## src/design/sdc_pkg.sv

```systemverilog
`default_nettype none
// ----------------------------------------------------------------------------
// sdc_pkg
// Shared types, constants and helpers for the stick deadzone conditioner.
// ----------------------------------------------------------------------------
package sdc_pkg;

  // default sample width
  localparam int unsigned SAMPLE_BITS_DEF = 16;

  // fixed field widths
  localparam int unsigned CFG_W  = 15;
  localparam int unsigned OUT_W  = 16;
  localparam int unsigned ZONE_W = 2;
  localparam int unsigned CIDX_W = 3;

  // x * 32767 is done as (x << ONE_W) - x
  localparam int unsigned ONE_W = 15;

  // magnitude datapath: 62-bit radicand, 31-bit root, 15-bit quotients
  localparam int unsigned RAD_W  = 62;
  localparam int unsigned MAGQ_W = RAD_W / 2;
  localparam int unsigned QUO_W  = 15;

  localparam logic [OUT_W-1:0] ONE_Q  = 16'd32767;
  localparam logic [OUT_W-1:0] DIAG_Q = 16'd23170;

  // register indexes
  localparam logic [CIDX_W-1:0] CFG_IDX_MODE   = 3'd0;
  localparam logic [CIDX_W-1:0] CFG_IDX_INNER  = 3'd1;
  localparam logic [CIDX_W-1:0] CFG_IDX_OUTER  = 3'd2;
  localparam logic [CIDX_W-1:0] CFG_IDX_RATIO  = 3'd3;
  localparam logic [CIDX_W-1:0] CFG_IDX_THRESH = 3'd4;

  // zone codes, radial mode
  localparam logic [ZONE_W-1:0] ZONE_DEAD   = 2'd0;
  localparam logic [ZONE_W-1:0] ZONE_SCALED = 2'd1;
  localparam logic [ZONE_W-1:0] ZONE_SAT    = 2'd2;
  // zone codes, eight-way mode
  localparam logic [ZONE_W-1:0] ZONE_NONE   = 2'd0;
  localparam logic [ZONE_W-1:0] ZONE_X      = 2'd1;
  localparam logic [ZONE_W-1:0] ZONE_Y      = 2'd2;
  localparam logic [ZONE_W-1:0] ZONE_DIAG   = 2'd3;

  typedef struct packed {
    logic             mode;
    logic [CFG_W-1:0] inner;
    logic [CFG_W-1:0] outer;
    logic [CFG_W-1:0] ratio;
    logic [CFG_W-1:0] thresh;
  } cfg_t;

  localparam cfg_t CFG_RESET = '{
    mode:   1'b0,
    inner:  15'd4096,
    outer:  15'd32439,
    ratio:  15'd13573,
    thresh: 15'd16384
  };

  // eight-way snap result
  typedef struct packed {
    logic [OUT_W-1:0]  x;
    logic [OUT_W-1:0]  y;
    logic [ZONE_W-1:0] zone;
  } ew_res_t;

  localparam int unsigned EW_W = $bits(ew_res_t);

  // two's complement negate when the sample was negative
  function automatic logic [OUT_W-1:0] apply_sign(input logic [OUT_W-1:0] mag,
                                                   input logic neg);
    return neg ? (~mag + 1'b1) : mag;
  endfunction

endpackage
`default_nettype wire

```

## src/design/sdc_div.sv

```systemverilog
`default_nettype none
// ----------------------------------------------------------------------------
// sdc_div
// Pipelined restoring divider, two numerators over one shared denominator,
// one quotient bit per stage. Expects num < den << QUO_W.
// ----------------------------------------------------------------------------
module sdc_div #(
  parameter int unsigned NUM_W  = 46,
  parameter int unsigned DEN_W  = 31,
  parameter int unsigned QUO_W  = sdc_pkg::QUO_W,
  parameter int unsigned SIDE_W = 1
) (
  input  logic              clk_i,
  input  logic              rst_ni,
  input  logic              vld_i,
  input  logic [NUM_W-1:0]  num_a_i,
  input  logic [NUM_W-1:0]  num_b_i,
  input  logic [DEN_W-1:0]  den_i,
  input  logic [SIDE_W-1:0] side_i,
  output logic              vld_o,
  output logic [QUO_W-1:0]  quo_a_o,
  output logic [QUO_W-1:0]  quo_b_o,
  output logic [SIDE_W-1:0] side_o
);
  import sdc_pkg::*;

  logic              vld_q   [QUO_W];
  logic [DEN_W-1:0]  rem_a_q [QUO_W];
  logic [DEN_W-1:0]  rem_b_q [QUO_W];
  logic [QUO_W-1:0]  acc_a_q [QUO_W];
  logic [QUO_W-1:0]  acc_b_q [QUO_W];
  logic [DEN_W-1:0]  den_q   [QUO_W];
  logic [SIDE_W-1:0] side_q  [QUO_W];

  logic [DEN_W-1:0]  rem_a_in [QUO_W];
  logic [DEN_W-1:0]  rem_b_in [QUO_W];
  logic [QUO_W-1:0]  acc_a_in [QUO_W];
  logic [QUO_W-1:0]  acc_b_in [QUO_W];
  logic [DEN_W-1:0]  den_in   [QUO_W];
  logic [DEN_W-1:0]  rem_a_d  [QUO_W];
  logic [DEN_W-1:0]  rem_b_d  [QUO_W];
  logic [QUO_W-1:0]  acc_a_d  [QUO_W];
  logic [QUO_W-1:0]  acc_b_d  [QUO_W];

  // acc holds the numerator bits still to bring down; quotient bits fill in
  function automatic logic [DEN_W+QUO_W-1:0] div_step(input logic [DEN_W-1:0] rem,
                                                      input logic [QUO_W-1:0] acc,
                                                      input logic [DEN_W-1:0] den);
    logic [DEN_W:0] t;
    logic           qbit;
    t    = {rem, acc[QUO_W-1]};
    qbit = 1'b0;
    if (t >= {1'b0, den}) begin
      t    = t - {1'b0, den};
      qbit = 1'b1;
    end
    return {t[DEN_W-1:0], acc[QUO_W-2:0], qbit};
  endfunction

  always_comb begin
    rem_a_in[0] = DEN_W'(num_a_i[NUM_W-1:QUO_W]);
    rem_b_in[0] = DEN_W'(num_b_i[NUM_W-1:QUO_W]);
    acc_a_in[0] = num_a_i[QUO_W-1:0];
    acc_b_in[0] = num_b_i[QUO_W-1:0];
    den_in[0]   = den_i;
    for (int i = 1; i < QUO_W; i++) begin
      rem_a_in[i] = rem_a_q[i-1];
      rem_b_in[i] = rem_b_q[i-1];
      acc_a_in[i] = acc_a_q[i-1];
      acc_b_in[i] = acc_b_q[i-1];
      den_in[i]   = den_q[i-1];
    end
    for (int i = 0; i < QUO_W; i++) begin
      {rem_a_d[i], acc_a_d[i]} = div_step(rem_a_in[i], acc_a_in[i], den_in[i]);
      {rem_b_d[i], acc_b_d[i]} = div_step(rem_b_in[i], acc_b_in[i], den_in[i]);
    end
  end

  // valid chain
  always_ff @(posedge clk_i or negedge rst_ni) begin
    if (!rst_ni) begin
      for (int i = 0; i < QUO_W; i++) vld_q[i] <= 1'b0;
    end else begin
      vld_q[0] <= vld_i;
      for (int i = 1; i < QUO_W; i++) vld_q[i] <= vld_q[i-1];
    end
  end

  // payload
  always_ff @(posedge clk_i) begin
    side_q[0] <= side_i;
    for (int i = 1; i < QUO_W; i++) side_q[i] <= side_q[i-1];
    for (int i = 0; i < QUO_W; i++) begin
      rem_a_q[i] <= rem_a_d[i];
      rem_b_q[i] <= rem_b_d[i];
      acc_a_q[i] <= acc_a_d[i];
      acc_b_q[i] <= acc_b_d[i];
      den_q[i]   <= den_in[i];
    end
  end

  assign vld_o   = vld_q[QUO_W-1];
  assign quo_a_o = acc_a_q[QUO_W-1];
  assign quo_b_o = acc_b_q[QUO_W-1];
  assign side_o  = side_q[QUO_W-1];

endmodule
`default_nettype wire

```

## config.mk

```make
export PLATFORM = sky130hd
export DESIGN_NAME = sdc_div
export DESIGN_NICKNAME = d
export VERILOG_FILES = /design/src/design/sdc_pkg.sv /design/src/design/sdc_div.sv
export SDC_FILE = /design/constraint.sdc
export NUM_CORES = 2
export LEC_CHECK = 0
export BUFFER_PORTS_ARGS = -buffer_cell sky130_fd_sc_hd__buf_2
export CORE_MARGIN = 8
export CORE_UTILIZATION = 45
export DETAILED_ROUTE_END_ITERATION = 7
export MAX_ROUTING_LAYER = met4
export PLACE_DENSITY = 0.59
export REMOVE_ABC_BUFFERS = 1
export SKIP_CTS_REPAIR_TIMING = 1
export SLEW_MARGIN = 0
export SYNTH_ARGS = -nofsm -noshare
export SYNTH_HDL_FRONTEND = slang
export SYNTH_SLANG_ARGS = --single-unit
```

## constraint.sdc

```tcl
create_clock -name clk_i -period 4.7 [get_ports clk_i]
set_input_delay 0.235 -clock clk_i [delete_from_list [all_inputs] [get_ports clk_i]]
set_output_delay 0.235 -clock clk_i [all_outputs]
set_load 0.005 [all_outputs]
```

Yosys cells after proc, flatten, opt, wreduce, memory -nomap -nowiden
Memory sizes are Yosys's and may differ from the RTL's. Index checks and enable logic that the tools add are counted.

Output and inout bits: 32. Memories kept: 6. Word-level logic and storage cells: 141. Input port bits: 127. Register bits: 15. Bits in writable memories: 1860.

Magnitude comparators: 30. Multiplexer cells: 60. Add/subtract/negate cells: 30.

Memories: den_q (words 15, bits a word 31, rd ports 14, clocked after memory_dff 0, write ports 15, line sdc_div.sv:32) `logic [DEN_W-1:0] den_q [QUO_W];`; rem_a_q (words 15, bits a word 31, rd ports 14, clocked after memory_dff 0, write ports 15, line sdc_div.sv:28) `logic [DEN_W-1:0] rem_a_q [QUO_W];`; rem_b_q (words 15, bits a word 31, rd ports 14, clocked after memory_dff 0, write ports 15, line sdc_div.sv:29) `logic [DEN_W-1:0] rem_b_q [QUO_W];`; acc_a_q (words 15, bits a word 15, rd ports 15, clocked after memory_dff 0, write ports 15, line sdc_div.sv:30) `logic [QUO_W-1:0] acc_a_q [QUO_W];`; acc_b_q (words 15, bits a word 15, rd ports 15, clocked after memory_dff 0, write ports 15, line sdc_div.sv:31) `logic [QUO_W-1:0] acc_b_q [QUO_W];`; side_q (words 15, bits a word 1, rd ports 15, clocked after memory_dff 0, write ports 15, line sdc_div.sv:33) `logic [SIDE_W-1:0] side_q [QUO_W];`.

Operators with widths (number): 32-bit by 31-bit greater-or-equal comparator with 1-bit output (30); 31-bit two-way mux (30); 31-bit subtractor (30); 1-bit two-way mux (30).

Logic depth before layout (Yosys ltp)
Depth in word-level cells: 2. Gate-level depth with buffers: 16.

Least setup slack after synthesis
No wires, ideal clock.

Path kind: register to register. Start: memory den_q[0][2]. End: memory rem_a_q[1][3] (netlist: rem_a_q[0][34]). Library setup time: 121 ps. Path slack: 1296 ps. Arrival: 3283 ps. Clock period less this slack: 3404 ps. Cell stages (with the launch flop): 15. Path through: dfxtp_1 inv_1 ha_1 nor2b_1 o31a_1 o41a_1 a22o_1 o21ai_2 o31a_1 o21ai_1 a21oi_1 o21ai_1 a2111oi_4 buf_6 mux2_4.

RTL lines (line): start, declared (sdc_div.sv:32); end, declared (sdc_div.sv:28).

==> key figures <==
Logic synthesis
  • Post-Syn Area: between 80,000 and 90,000 sq um
  • FFs w/ async S/R, synth: less than 1%
  • Mux cell area share after synthesis: between 4 and 5%
  • FF+latch count, synth: around 1,800
  • Yosys warns: 0
  • Simple-gate area share of the yosys netlist: 11.4%
  • Mean Syn Cell Area: about 9.1 sq um
  • Synth Instances: 9,847
  • Post-synth EDFFs: 0
  • Synth unique cells: 85
  • Post-Synth Adder-Cell Area: between 10% and 20%
  • Largest family of logic cells by synthesized area: compound AO/OA/AOI/OAI gates
  • Compound-gate portion of the synthesized area: roughly a fifth
  • Dominant synthesized flop cell: dfxtp_1
  • Register area share after synthesis: between 30% and 40%
  • Synth Area in XOR/XNOR: 7.26%

Clocking
  • Later-pin clock latency in the skew report: 0.89 ns
  • Clock sink count: roughly 1,800
  • Clock Pin Slew Worst Setup and Hold Paths: ~0.060 ns
  • CTS H-tree lvls: 4
  • CTS tree: yes
  • Root Driver: clkbuf_16
  • Num CTS Buffers: 194
  • Clock Path Buffers: 3

Placement
  • HPWL after DPL: 237 mm
  • Routability cong.: roughly 0.95
  • Pre-CTS setup slack: 0.333 ns
  • I/O Buffers: 158
  • Placed cells: ~13,000
  • Dpl cell area: roughly 95,000 sq um

Pwr
  • Lkg Pwr: 47.6 nW
  • Power Dens Cells: 833 nW/um^2
  • VDD IR-drop max: about 440 uV
  • Design Power: approximately 86 mW

STA
  • Worst Slack Setup Final: between 0.3 and 0.4 ns
  • Clock skew: 0.0662 ns
  • Worst-Margin Slew: roughly 1.2 ns
  • Final setup viols: 0
  • FMAX: approximately 0.23 GHz
  • Final min period: roughly 4.4 ns
  • Final Hold Vio Count: 0
  • RSZ-0062 raised after global routing: false
  • Max transition margin: 19.1%
  • Max Transition Viols Final: 0
  • TNS Setup: 0 ns
  • Fin crit share: just over 90%

Die
  • Total die area: ~210,000 sq um
  • Placement Rows: 164
  • Starting Density: roughly 45%
  • Die X: approximately 460 microns
  • I/O pin total: 159
  • Area of the core: 199,000 sq um
  • Die H: around 460 microns

Layout
  • Nets: between 10,000 and 15,000
  • Reg area: around 36,000 sq um
  • Synth-to-layout area growth: 14.8%
  • Share of cells above drive strength 1: roughly a tenth
  • Cell area after layout: around 100,000 sq um
  • Fin cells: ~13,000
  • Area occupied by multi-input gates: just over 50,000 sq um
  • Filler Cell Count: 18,400

Min path
  • Worst hold path class: in2reg
  • Hold Path Stages: 2
  • Hold_sp: den_i[17]
  • Worst hold endpoint: den_q[0][17]

Worst setup path
  • Worst path required time: 5.44 ns
  • Crit path DAT: 5.10 ns
  • Reg2Reg Setup Slack: ~0.34 ns
  • Worst reg2reg startpoint: den_q[0][32]
  • Worst R2R Path Depth: 15
  • Setup CP Type: reg2reg
  • Crit start category: flop
  • Crit path max fanout: 4
  • Critical R2R Capture: rem_a_q[0][89]
  • Crit. End Element: flop

Route
  • Via count: 71,100
  • Wire per inst: 21.8 microns
  • Initial DRT Pass Iterations: 5
  • Post-DRT Antenna Nets: 0
  • Initial DRC Count: 3,807
  • Drt via density: roughly 5.4
  • Routed wire length: 286 mm
  • DRC: 0

Job
  • Max-capacitance violation count: 0

Global routing
  • Overall routing resource usage: between 20% and 30%
  • Total global routing overflow: 0
  • Initial antenna violation count: 3
  • Vias in the first global route: 72,500
  • First-pass GRT wire length: approximately 430 mm
  • Largest net degree at the start of global routing: 64

Run status
  • Outcome: completed
[kinds of logic (layout without fill, tap and decap cells)]
group,count (synthesis),after routing
compound gates,2898,2898
simple gates,2209,2209
flops,1782,1782
fa+ha+maj,958,958
buf+inv,936,1524
xor+xnor,745,745
mux,319,319
other cells,0,5
[worst max-delay path by stage]
| stage | slack, ns | end | depth (start not counted) | start |
|---|---|---|---|---|
| finish | 0.34 | rem_a_q[0][89] | 15 | den_q[0][32] |
| global route | 0.16 | rem_a_q[0][89] | 15 | den_q[0][32] |
| floorplan | -0.81 | rem_b_q[0][190] | 13 | acc_b_q[0][89] |
| global placement | 0.34 | rem_a_q[0][169] | 15 | acc_a_q[0][74] |
| CTS | 0.28 | rem_a_q[0][169] | 15 | acc_a_q[0][74] |
| detailed placement | 0.33 | rem_a_q[0][169] | 15 | acc_a_q[0][74] |
[synth_stat cells, types with 21 or more instances]
library cell | number | area, sq um
nor4_1 | 22 | 138
nand3_1 | 140 | 701
a211oi_1 | 58 | 435
a21oi_1 | 877 | 4390
nor2b_1 | 131 | 820
fa_1 | 28 | 561
nor3_1 | 113 | 566
a211o_1 | 24 | 210
a21boi_0 | 33 | 248
and3_1 | 66 | 413
mux2_2 | 264 | 2970
or2_2 | 28 | 175
nand2b_1 | 113 | 707
o21ai_0 | 739 | 3700
xor2_1 | 314 | 2750
and4_1 | 21 | 184
and2_1 | 37 | 231
nand2_1 | 762 | 2860
o31a_1 | 29 | 254
a31oi_1 | 100 | 626
o21a_1 | 114 | 856
inv_1 | 711 | 2670
o21bai_1 | 92 | 691
ha_1 | 930 | 11600
nand4_1 | 140 | 876
xnor2_1 | 431 | 3770
o211ai_1 | 26 | 195
nor2_1 | 568 | 2130
o31ai_1 | 58 | 435
mux2i_1 | 28 | 280
clkbuf_1 | 196 | 736
or3_1 | 38 | 238
a21o_1 | 520 | 3900
dfxtp_1 | 1767 | 35400
[flip-flops by register name, summed over array words and instances, names as in the netlist]
register,count
vld_q,14
side_q,15
den_q,434
rem_b_q,434
rem_a_q,434
acc_b_q,225
vld_o,1
acc_a_q,225
[layout by cell type (no fill, tap or decap), drive strengths merged, types with 28 or more instances in the layout]
cell and n:
dfxtp 1767, ha 930, a21oi 877, nand2 762
o21ai 752, inv 719, nor2 568, a21o 520
xnor2 431, xor2 314, buf 299, mux2 291
clkbuf 259, dlygate4sd3 153, nand4 140, nand3 140
nor2b 131, o21a 114, nand2b 113, nor3 113
a31oi 101, o21bai 92, and3 66, a211oi 59
o31ai 58, clkinv 58, or3 38, and2 37
a21boi 34, o31a 29, mux2i 28, or2 28
fa 28
[where the power goes]
part,switching (mW),total [mW],internal [mW]
combinational,25.7,45.1,19.4
clock,6.72,16.3,9.55
sequential,3.94,24.6,20.7
[critical path, cell delays in order (launching register included)]
cell	delay [ns]
dfxtp_1	0.44
inv_1	0.09
ha_1	0.30
nor2b_1	0.14
o21a_1	0.18
o21ai_0	0.29
a211oi_1	0.19
o22ai_1	0.43
o31ai_1	0.14
buf_4	0.18
a211o_1	0.33
a2111oi_0	0.73
buf_4	0.24
o41ai_1	0.08
xor2_1	0.15
mux2_2	0.27
[per-stage QoR]
stage                     utilization (%)  hold WS [ns]
after floorplan                         -       -0.0606
after global placement               47.5         0.141
after detailed placement             47.5         0.158
after CTS                            51.0        -0.794
after global routing                 51.8       0.00243
final                                51.8        0.0398
[per-layer routing]
layer,GRT usage [%],vias to the layer above,routed length [microns],part of all wire (%)
met5,-,-,0,0
met1,26.8,33400,109000,38
met2,49.3,1474,150000,52
met4,14.1,0,18400,6.4
li1,-,35600,-,-
met3,2.89,626,7860,2.8
[area by class of cell]
type / count / area share [%]
repair buffers: 452 / 3.53
well taps: 2656 / 3.22
multi-input cells: 7129 / 49.2
inverters: 711 / 2.59
flip-flops and latches: 1782 / 34.6
clock inverters: 102 / 1.55
diodes: 5 / 0.0121
clock buffers: 259 / 5.24
Power figures use the tool's default switching activity.
