**config.mk**
```make
export PLATFORM = sky130hd
export DESIGN_NAME = sdc_isqrt
export DESIGN_NICKNAME = d
export VERILOG_FILES = /design/src/design/sdc_pkg.sv /design/src/design/sdc_isqrt.sv
export SDC_FILE = /design/constraint.sdc
export NUM_CORES = 2
export LEC_CHECK = 0
export ABC_AREA = 1
export ABC_CLOCK_PERIOD_IN_PS = 4880
export BUFFER_PORTS_ARGS = -buffer_cell sky130_fd_sc_hd__buf_2
export CORE_ASPECT_RATIO = 1.2
export CORE_MARGIN = 5
export CORE_UTILIZATION = 35
export CTS_BUF_LIST = sky130_fd_sc_hd__clkbuf_2
export DETAILED_ROUTE_END_ITERATION = 8
export GPL_TIMING_DRIVEN = 1
export PLACE_DENSITY_LB_ADDON = 0.1
export SLEW_MARGIN = 25
export SYNTH_ARGS = -nofsm -noshare
export SYNTH_HDL_FRONTEND = slang
export SYNTH_SLANG_ARGS = --single-unit
```
**constraint.sdc**
```tcl
create_clock -name clk_i -period 4.88 [get_ports clk_i]
set_input_delay 0.976 -clock clk_i [delete_from_list [all_inputs] [get_ports clk_i]]
set_output_delay 0.976 -clock clk_i [all_outputs]
set_load 0.01 [all_outputs]
```
**src/design/sdc_pkg.sv**
```systemverilog
`default_nettype none
// ----------------------------------------------------------------------------
// sdc_pkg
// Shared types, constants and helpers for the stick deadzone conditioner.
// ----------------------------------------------------------------------------
package sdc_pkg;

  // default sample width
  localparam int unsigned SAMPLE_BITS_DEF = 16;

  // fixed field widths
  localparam int unsigned CFG_W  = 15;
  localparam int unsigned OUT_W  = 16;
  localparam int unsigned ZONE_W = 2;
  localparam int unsigned CIDX_W = 3;

  // x * 32767 is done as (x << ONE_W) - x
  localparam int unsigned ONE_W = 15;

  // magnitude datapath: 62-bit radicand, 31-bit root, 15-bit quotients
  localparam int unsigned RAD_W  = 62;
  localparam int unsigned MAGQ_W = RAD_W / 2;
  localparam int unsigned QUO_W  = 15;

  localparam logic [OUT_W-1:0] ONE_Q  = 16'd32767;
  localparam logic [OUT_W-1:0] DIAG_Q = 16'd23170;

  // register indexes
  localparam logic [CIDX_W-1:0] CFG_IDX_MODE   = 3'd0;
  localparam logic [CIDX_W-1:0] CFG_IDX_INNER  = 3'd1;
  localparam logic [CIDX_W-1:0] CFG_IDX_OUTER  = 3'd2;
  localparam logic [CIDX_W-1:0] CFG_IDX_RATIO  = 3'd3;
  localparam logic [CIDX_W-1:0] CFG_IDX_THRESH = 3'd4;

  // zone codes, radial mode
  localparam logic [ZONE_W-1:0] ZONE_DEAD   = 2'd0;
  localparam logic [ZONE_W-1:0] ZONE_SCALED = 2'd1;
  localparam logic [ZONE_W-1:0] ZONE_SAT    = 2'd2;
  // zone codes, eight-way mode
  localparam logic [ZONE_W-1:0] ZONE_NONE   = 2'd0;
  localparam logic [ZONE_W-1:0] ZONE_X      = 2'd1;
  localparam logic [ZONE_W-1:0] ZONE_Y      = 2'd2;
  localparam logic [ZONE_W-1:0] ZONE_DIAG   = 2'd3;

  typedef struct packed {
    logic             mode;
    logic [CFG_W-1:0] inner;
    logic [CFG_W-1:0] outer;
    logic [CFG_W-1:0] ratio;
    logic [CFG_W-1:0] thresh;
  } cfg_t;

  localparam cfg_t CFG_RESET = '{
    mode:   1'b0,
    inner:  15'd4096,
    outer:  15'd32439,
    ratio:  15'd13573,
    thresh: 15'd16384
  };

  // eight-way snap result
  typedef struct packed {
    logic [OUT_W-1:0]  x;
    logic [OUT_W-1:0]  y;
    logic [ZONE_W-1:0] zone;
  } ew_res_t;

  localparam int unsigned EW_W = $bits(ew_res_t);

  // two's complement negate when the sample was negative
  function automatic logic [OUT_W-1:0] apply_sign(input logic [OUT_W-1:0] mag,
                                                   input logic neg);
    return neg ? (~mag + 1'b1) : mag;
  endfunction

endpackage
`default_nettype wire

```
**src/design/sdc_isqrt.sv**
```systemverilog
`default_nettype none
// ----------------------------------------------------------------------------
// sdc_isqrt
// Pipelined integer square root, one root bit per stage, with a sideband
// vector that travels alongside.
// ----------------------------------------------------------------------------
module sdc_isqrt #(
  parameter int unsigned RAD_W  = sdc_pkg::RAD_W,
  parameter int unsigned SIDE_W = 1
) (
  input  logic                  clk_i,
  input  logic                  rst_ni,
  input  logic                  vld_i,
  input  logic [RAD_W-1:0]      rad_i,
  input  logic [SIDE_W-1:0]     side_i,
  output logic                  vld_o,
  output logic [RAD_W/2-1:0]    root_o,
  output logic [SIDE_W-1:0]     side_o
);
  import sdc_pkg::*;

  localparam int unsigned ROOT_W = RAD_W / 2;
  localparam int unsigned NST    = ROOT_W;

  logic                vld_q  [NST];
  logic [ROOT_W:0]     rem_q  [NST];
  logic [ROOT_W-1:0]   root_q [NST];
  logic [RAD_W-1:0]    rad_q  [NST];
  logic [SIDE_W-1:0]   side_q [NST];

  logic [ROOT_W:0]     rem_in  [NST];
  logic [ROOT_W-1:0]   root_in [NST];
  logic [RAD_W-1:0]    rad_in  [NST];
  logic [ROOT_W:0]     rem_d   [NST];
  logic [ROOT_W-1:0]   root_d  [NST];

  // one step: bring down two radicand bits, try (root << 2) | 1
  function automatic logic [2*ROOT_W:0] sqrt_step(input logic [ROOT_W:0] rem,
                                                  input logic [ROOT_W-1:0] root,
                                                  input logic [1:0] pair);
    logic [ROOT_W+2:0] t;
    logic [ROOT_W+2:0] trial;
    logic              rbit;
    t     = {rem, pair};
    trial = (ROOT_W+3)'({root, 2'b01});
    rbit  = 1'b0;
    if (t >= trial) begin
      t    = t - trial;
      rbit = 1'b1;
    end
    return {t[ROOT_W:0], root[ROOT_W-2:0], rbit};
  endfunction

  // stage inputs
  always_comb begin
    rem_in[0]  = '0;
    root_in[0] = '0;
    rad_in[0]  = rad_i;
    for (int i = 1; i < NST; i++) begin
      rem_in[i]  = rem_q[i-1];
      root_in[i] = root_q[i-1];
      rad_in[i]  = rad_q[i-1];
    end
    for (int i = 0; i < NST; i++) begin
      {rem_d[i], root_d[i]} = sqrt_step(rem_in[i], root_in[i],
                                        rad_in[i][RAD_W-1:RAD_W-2]);
    end
  end

  // valid chain
  always_ff @(posedge clk_i or negedge rst_ni) begin
    if (!rst_ni) begin
      for (int i = 0; i < NST; i++) vld_q[i] <= 1'b0;
    end else begin
      vld_q[0] <= vld_i;
      for (int i = 1; i < NST; i++) vld_q[i] <= vld_q[i-1];
    end
  end

  // payload
  always_ff @(posedge clk_i) begin
    side_q[0] <= side_i;
    for (int i = 1; i < NST; i++) side_q[i] <= side_q[i-1];
    for (int i = 0; i < NST; i++) begin
      rem_q[i]  <= rem_d[i];
      root_q[i] <= root_d[i];
      rad_q[i]  <= {rad_in[i][RAD_W-3:0], 2'b00};
    end
  end

  assign vld_o  = vld_q[NST-1];
  assign root_o = root_q[NST-1];
  assign side_o = side_q[NST-1];

endmodule
`default_nettype wire

```
Word-level counts from Yosys, hierarchy flattened
Memory sizes are Yosys's and may differ from the RTL's.
Cells that the tools add are included.

storage, ports and cells
  register bits after elaboration = 31
  memories kept = 4
  logic and storage cells = 159
  RAM bits = 3844

memory list
  name    depth  bits a word  read ports  clocked after Yosys merged registers in  wr ports  RTL line         source
  rad_q   31     60           30          0                                        31        sdc_isqrt.sv:28  logic [RAD_W-1:0] rad_q [NST];
  rem_q   31     32           30          0                                        31        sdc_isqrt.sv:26  logic [ROOT_W:0] rem_q [NST];
  root_q  31     31           31          0                                        31        sdc_isqrt.sv:27  logic [ROOT_W-1:0] root_q [NST];
  side_q  31     1            31          0                                        31        sdc_isqrt.sv:29  logic [SIDE_W-1:0] side_q [NST];

operators by class
  $lt $le $gt $ge = 31
  add/subtract/negate cells = 31
  multiplexer cells = 62

operators by type and width
  kind                   count
  $ge A34 B33 Y1         30
  $mux W32               31
  $sub A32 B32 Y32       30
  $mux W1                31
  $sub A2 B1 Y3 const B  1
  $ge A2 B1 Y1 const B   1

Logic depth before layout (Yosys ltp)
An unclocked memory read counts as a cell.

  depth in word-level cells = 3
  gate-level depth with buffers = 17
  mapped depth without buffers = 16

Worst setup path before layout
Ideal clock, no wire load.

  kind = flip-flop to flip-flop
  start = memory root_q[0][94] in the netlist's numbering
  end = memory rem_q[0][148] in the netlist's numbering
  arrival = 1759 ps
  data required time = 4771 ps
  stages on the path, launching flop included = 14
  path slack = 3013 ps
  cell sequence = dfxtp_1 -> inv_1 -> ha_1 -> a21oi_2 -> o21ai_2 -> nand2_1 -> nand2_2 -> nor2_2 -> nand3_1 -> nor2_4 -> inv_2 -> buf_4 -> nand2_1 -> inv_1

RTL lines
  element          RTL line
  start, declared  sdc_isqrt.sv:27
  end, declared    sdc_isqrt.sv:26

Worst setup path after layout
  start = register vld_q, in the netlist vld_o
  end = output port vld_o

RTL lines
  element          RTL line         source
  start, declared  sdc_isqrt.sv:25  logic vld_q [NST];
  end, declared    sdc_isqrt.sv:16  output logic vld_o,

No word-level cell between the ends.

==> impl_summary.md <==
Outcome
The flow ran to the end, and the final reports show no timing, DRC or antenna violations.

Routing
In the final routed layout, each cell accounts on average for 16.3 um. The topmost layer with routed signal wires is met5. The violation count after the first detailed-route iteration is about 5,300. The number of vias per cell after detailed routing is 4.51. The via count is around 91,000. The wire length reported by the detailed router is 330,000 um.

Detailed routing placed a total of 13,000 um of wire on met3. Wire segments on met2 add up to roughly 160,000 um in the final route. The detailed-route wire length on metal 1 is 142,000 um. The iteration count of the initial detailed-routing pass is 6.

The total DRC errors in the routed layout is 0. In this run the remaining antenna-violating nets after routing total 0.

Cells and area
In the layout the commonest cells are sky130_fd_sc_hd__nand2_1 (5,161), sky130_fd_sc_hd__inv_1 (2,617), sky130_fd_sc_hd__dfxtp_1 (2,371). For this run, the share of the core covered by cells in the final layout is 0.392. The area growth from synthesis to layout is 11.4%. Leaving out fill and tap cells, the most frequent cell in the layout is sky130_fd_sc_hd__nand2_1. The number of nets in the final layout is 16,371. The share of cells above drive strength 1 is 0.0805. Once layout is done, the placed cells without fillers occupy between 100,000 and 150,000 um2. The filler cells instantiated in the layout total around 33,000.

Yosys
The cell area after synthesis is 107,000 um2. Yosys mapped a number of flops with a built-in enable equal to 0. In this run, synthesis produced a sequential element count of 2,402. The proportion of synthesized flip-flops having asynchronous set or reset is 0.0129. The mean cell area of the mapped netlist is 7.16 um2. The sequential-to-total area share from yosys stat is 0.450. Yosys printed 0 warnings. The leading register cell type out of synthesis is sky130_fd_sc_hd__dfxtp_1. The synthesized netlist net count is 15,570. In this run, distinct cell masters in the synthesized netlist total 61. Counting every instance in the synthesized netlist gives 14,976.

STA
The final count of pins violating max slew was 0. The final clock skew is 137 ps. The final hold violation count was 0.

The worst hold slack after final layout is approximately 220 ps. The least setup slack across all paths after layout is 1440 ps. The transition time of the tightest slew-check pin is about 1000 ps. Based on the critical path, the design can be clocked at up to around 290 MHz. For the final routed database, the setup TNS stands at 0 ps. The shortest period the worst path allows is ~3400 ps. Setup violations remaining at the end of the flow were counted as 0. Setup repair after global routing left no endpoint under its margin.

Headroom to the max-slew limit came out at 0.313. Of the available clock period, the critical path in the final layout requires 0.704.

Place
After legalization and detailed placement, the total HPWL measured 266,000 um. OpenSTA, run right after detailed placement, puts the worst setup slack at about 1700 ps. The congestion estimate from routability-driven global placement came to ~0.92. After detailed placement, the total cell area comes to 112,000 um2. During placement, the flow inserted port buffers numbering between 90 and 100.

Clocking
The number of buffers added by the clock tree synthesis step is about 620. TritonCTS built the clock tree. Clock tree synthesis found a total of 2,402 sinks. The clock transition at the registers of the reported paths is about 100 ps. The later pin in the worst-skew pair is clocked with a latency of 2050 ps. Buffers added to address setup during post-CTS repair amount to 0.

The total number of H-tree levels is 6. The clock passes through at most 4 buffers. The cell sitting at the root of the clock tree is a sky130_fd_sc_hd__clkbuf_2. The count of cells resized by post-cts repair is 0.

Worst setup path
In this design, the stage delay of the slowest critical-path cell is 360 ps. The category of the worst setup path capture point is an output pin. The required time at the worst-slack endpoint is 3900 ps.

The library cell contributing the largest single delay on the critical path is sky130_fd_sc_hd__dfrtp_1. The category of cells accounting for the largest share of critical-path delay is flip-flops. The category of the most critical setup path is register to output pin. The critical path goes through buf_2. The category of the worst setup path launch point is a register. The data arrival time of the worst path is roughly 2500 ps. The number of buffers and inverters on the critical path is 1.

The largest driver fanout on the critical path is 1.

GRT
The via count of the first global-routing pass is 89,609. The wire length of the first global-routing pass is about 500,000 um. Global routing finished with a remaining overflow of 0.

The total global routing track utilization is 0.203. The initial antenna violation count came to 14. The pin count of the biggest net entering global routing is between 40 and 50.

Floorplanning
The initial utilization of the core area, before any placement, comes to 0.352. The number of core rows is 222. From left edge to right edge, the die measures 515 um.

The height of the die is between 600 and 700 um. The placeable core area is 305,000 um2. The die covers 318,000 um2.

For this design the top-level I/O count stands at between 90 and 100.

Power and ir drop
The power density over the cells is 464 nW/um2. Internal power comes to 33.5 mW. Of the total power, the clock network draws 0.247. Of the total power, the share spent switching nets is 0.396. In this run the static leakage power is between 60 and 70 nW. The share of total power dissipated in sequential elements is 0.473. The combinational cell fraction of total power is 0.280. In this run the power spent charging and discharging nets is 22.0 mW. IR analysis of the VDD net gives a maximum drop of about 0.00027 V.

Worst hold path
In this run the worst hold path is classified as register to register.

Run
The number of maximum-capacitance violations is 0.
[per-layer routing]
metal | GRT usage | vias to the layer above
met4 | 0.0736 | 8
met1 | 0.243 | 40844
li1 | - | 47826
met3 | 0.0287 | 596
met5 | 0 | -
met2 | 0.367 | 1918
[layout make-up]
cell class,count,area [um2],area share
Timing Repair Buffer,304,2540,0.0213
Clock inverter,199,1290,0.0108
Clock buffer,844,4220,0.0354
Sequential cell,2402,48200,0.404
Tap cell,4032,5040,0.0422
Antenna cell,11,27.5,0.000230
Inverter,2643,9930,0.0831
Multi-Input combinational cell,9804,48200,0.403
[path summary, 6_finish.rpt]
| kind | from | end | slack, ps | depth (start not counted) |
|---|---|---|---|---|
| max in group asynchronous | rst_ni | vld_q[30]$_DFF_PN0_ | 4100 | 5 |
| setup reg to reg | root_q[1][194]$_DFF_P_ | rem_q[1][232]$_DFF_P_ | 1750 | 13 |
| hold reg to reg | rad_q[1][114]$_DFF_P_ | rad_q[1][176]$_DFF_P_ | 220 | 0 |
| hold / removal | rad_q[1][114]$_DFF_P_ | rad_q[1][176]$_DFF_P_ | 220 | 0 |
| setup / recovery | vld_o$_DFF_PN0_ | vld_o | 1440 | 1 |
| min in group asynchronous | rst_ni | vld_q[5]$_DFF_PN0_ | 560 | 5 |
[power by group through the flow]
| stage | Combinational [mW] | Sequential (mW) | Clock [mW] |
|---|---|---|---|
| 5_1_grt | 17.7 | 26.6 | 15.6 |
| 3_3_place_gp | 15.4 | 26.9 | 0 |
| 3_5_place_dp | 15.4 | 26.8 | 0 |
| 6_report | 15.5 | 26.2 | 13.7 |
| 2_1_floorplan | 11.4 | 24.9 | 0 |
| 4_1_cts | 15.6 | 26.4 | 14.6 |
[per-stage QoR]
step | power (mW) | std cells
6_report | 55.4 | 20239
2_1_floorplan | 36.2 | 14976
3_5_place_dp | 42.2 | 18987
3_3_place_gp | 42.3 | 18987
5_1_grt | 59.9 | 20234
4_1_cts | 56.6 | 20228
[synthesized netlist by cell type, types with 3 or more instances]
library cell               instances  area share
sky130_fd_sc_hd__a21boi_0         10     0.00070
sky130_fd_sc_hd__a21o_1           10     0.00070
sky130_fd_sc_hd__a21oi_1         527       0.025
sky130_fd_sc_hd__a21oi_2          56      0.0046
sky130_fd_sc_hd__a21oi_4           3     0.00045
sky130_fd_sc_hd__a31oi_1           3     0.00017
sky130_fd_sc_hd__a31oi_2           4     0.00047
sky130_fd_sc_hd__and2_1           48      0.0028
sky130_fd_sc_hd__and3_1           20      0.0012
sky130_fd_sc_hd__buf_2            43      0.0020
sky130_fd_sc_hd__buf_4            41      0.0029
sky130_fd_sc_hd__buf_6            35      0.0037
sky130_fd_sc_hd__clkbuf_2          6     0.00028
sky130_fd_sc_hd__dfrtp_1          31      0.0072
sky130_fd_sc_hd__dfxtp_1        2371        0.44
sky130_fd_sc_hd__ha_1            528       0.062
sky130_fd_sc_hd__inv_1          2617       0.092
sky130_fd_sc_hd__inv_2            22     0.00077
sky130_fd_sc_hd__inv_4             3     0.00017
sky130_fd_sc_hd__nand2_1        5161        0.18
sky130_fd_sc_hd__nand2_2          24      0.0014
sky130_fd_sc_hd__nand2_4           3     0.00031
sky130_fd_sc_hd__nand3_1         795       0.037
sky130_fd_sc_hd__nand3_2          13      0.0012
sky130_fd_sc_hd__nand3b_1        140      0.0098
sky130_fd_sc_hd__nand4_1         195       0.011
sky130_fd_sc_hd__nor2_1         1194       0.042
sky130_fd_sc_hd__nor2_2           41      0.0024
sky130_fd_sc_hd__nor2_4           11      0.0012
sky130_fd_sc_hd__nor3_1          187      0.0087
sky130_fd_sc_hd__nor3_2            3     0.00028
sky130_fd_sc_hd__nor3b_1           7     0.00049
sky130_fd_sc_hd__nor4_1           20      0.0012
sky130_fd_sc_hd__o211ai_1          6     0.00042
sky130_fd_sc_hd__o21a_1           10     0.00070
sky130_fd_sc_hd__o21ai_0         255       0.012
sky130_fd_sc_hd__o21ai_1          40      0.0019
sky130_fd_sc_hd__o21ai_2          19      0.0016
sky130_fd_sc_hd__o21bai_1         33      0.0023
sky130_fd_sc_hd__or2_2            47      0.0027
sky130_fd_sc_hd__xnor2_1         130       0.011
sky130_fd_sc_hd__xor2_1          242       0.020
[state kept, by name, summed over array words and instances, names as in the netlist]
signal	flops
rad_q	930
rem_q	914
root_q	496
side_q	31
vld_o	1
vld_q	30
[kinds of logic (layout without fill, tap and decap cells)]
family                     count (synthesis)  after routing  synth area share
xor gates and xnor gates                 372            372            0.0304
other                                      1             12         0.0000350
AOI/OAI and AO/OA                        982            982            0.0510
and+or+nand+nor                         7921           7921             0.306
adders and majority gates                528            528            0.0616
DFF                                     2402           2402             0.450
buffers and inverters                   2770           3990             0.101
[what timing repair did]
item | 4_1_cts | 5_1_grt
endpoints found under the hold margin | 96 | 0
hold buffers | 198 | 0
endpoints found under the setup margin | 0 | 0
No activity file was read; power rests on OpenSTA's default activity.
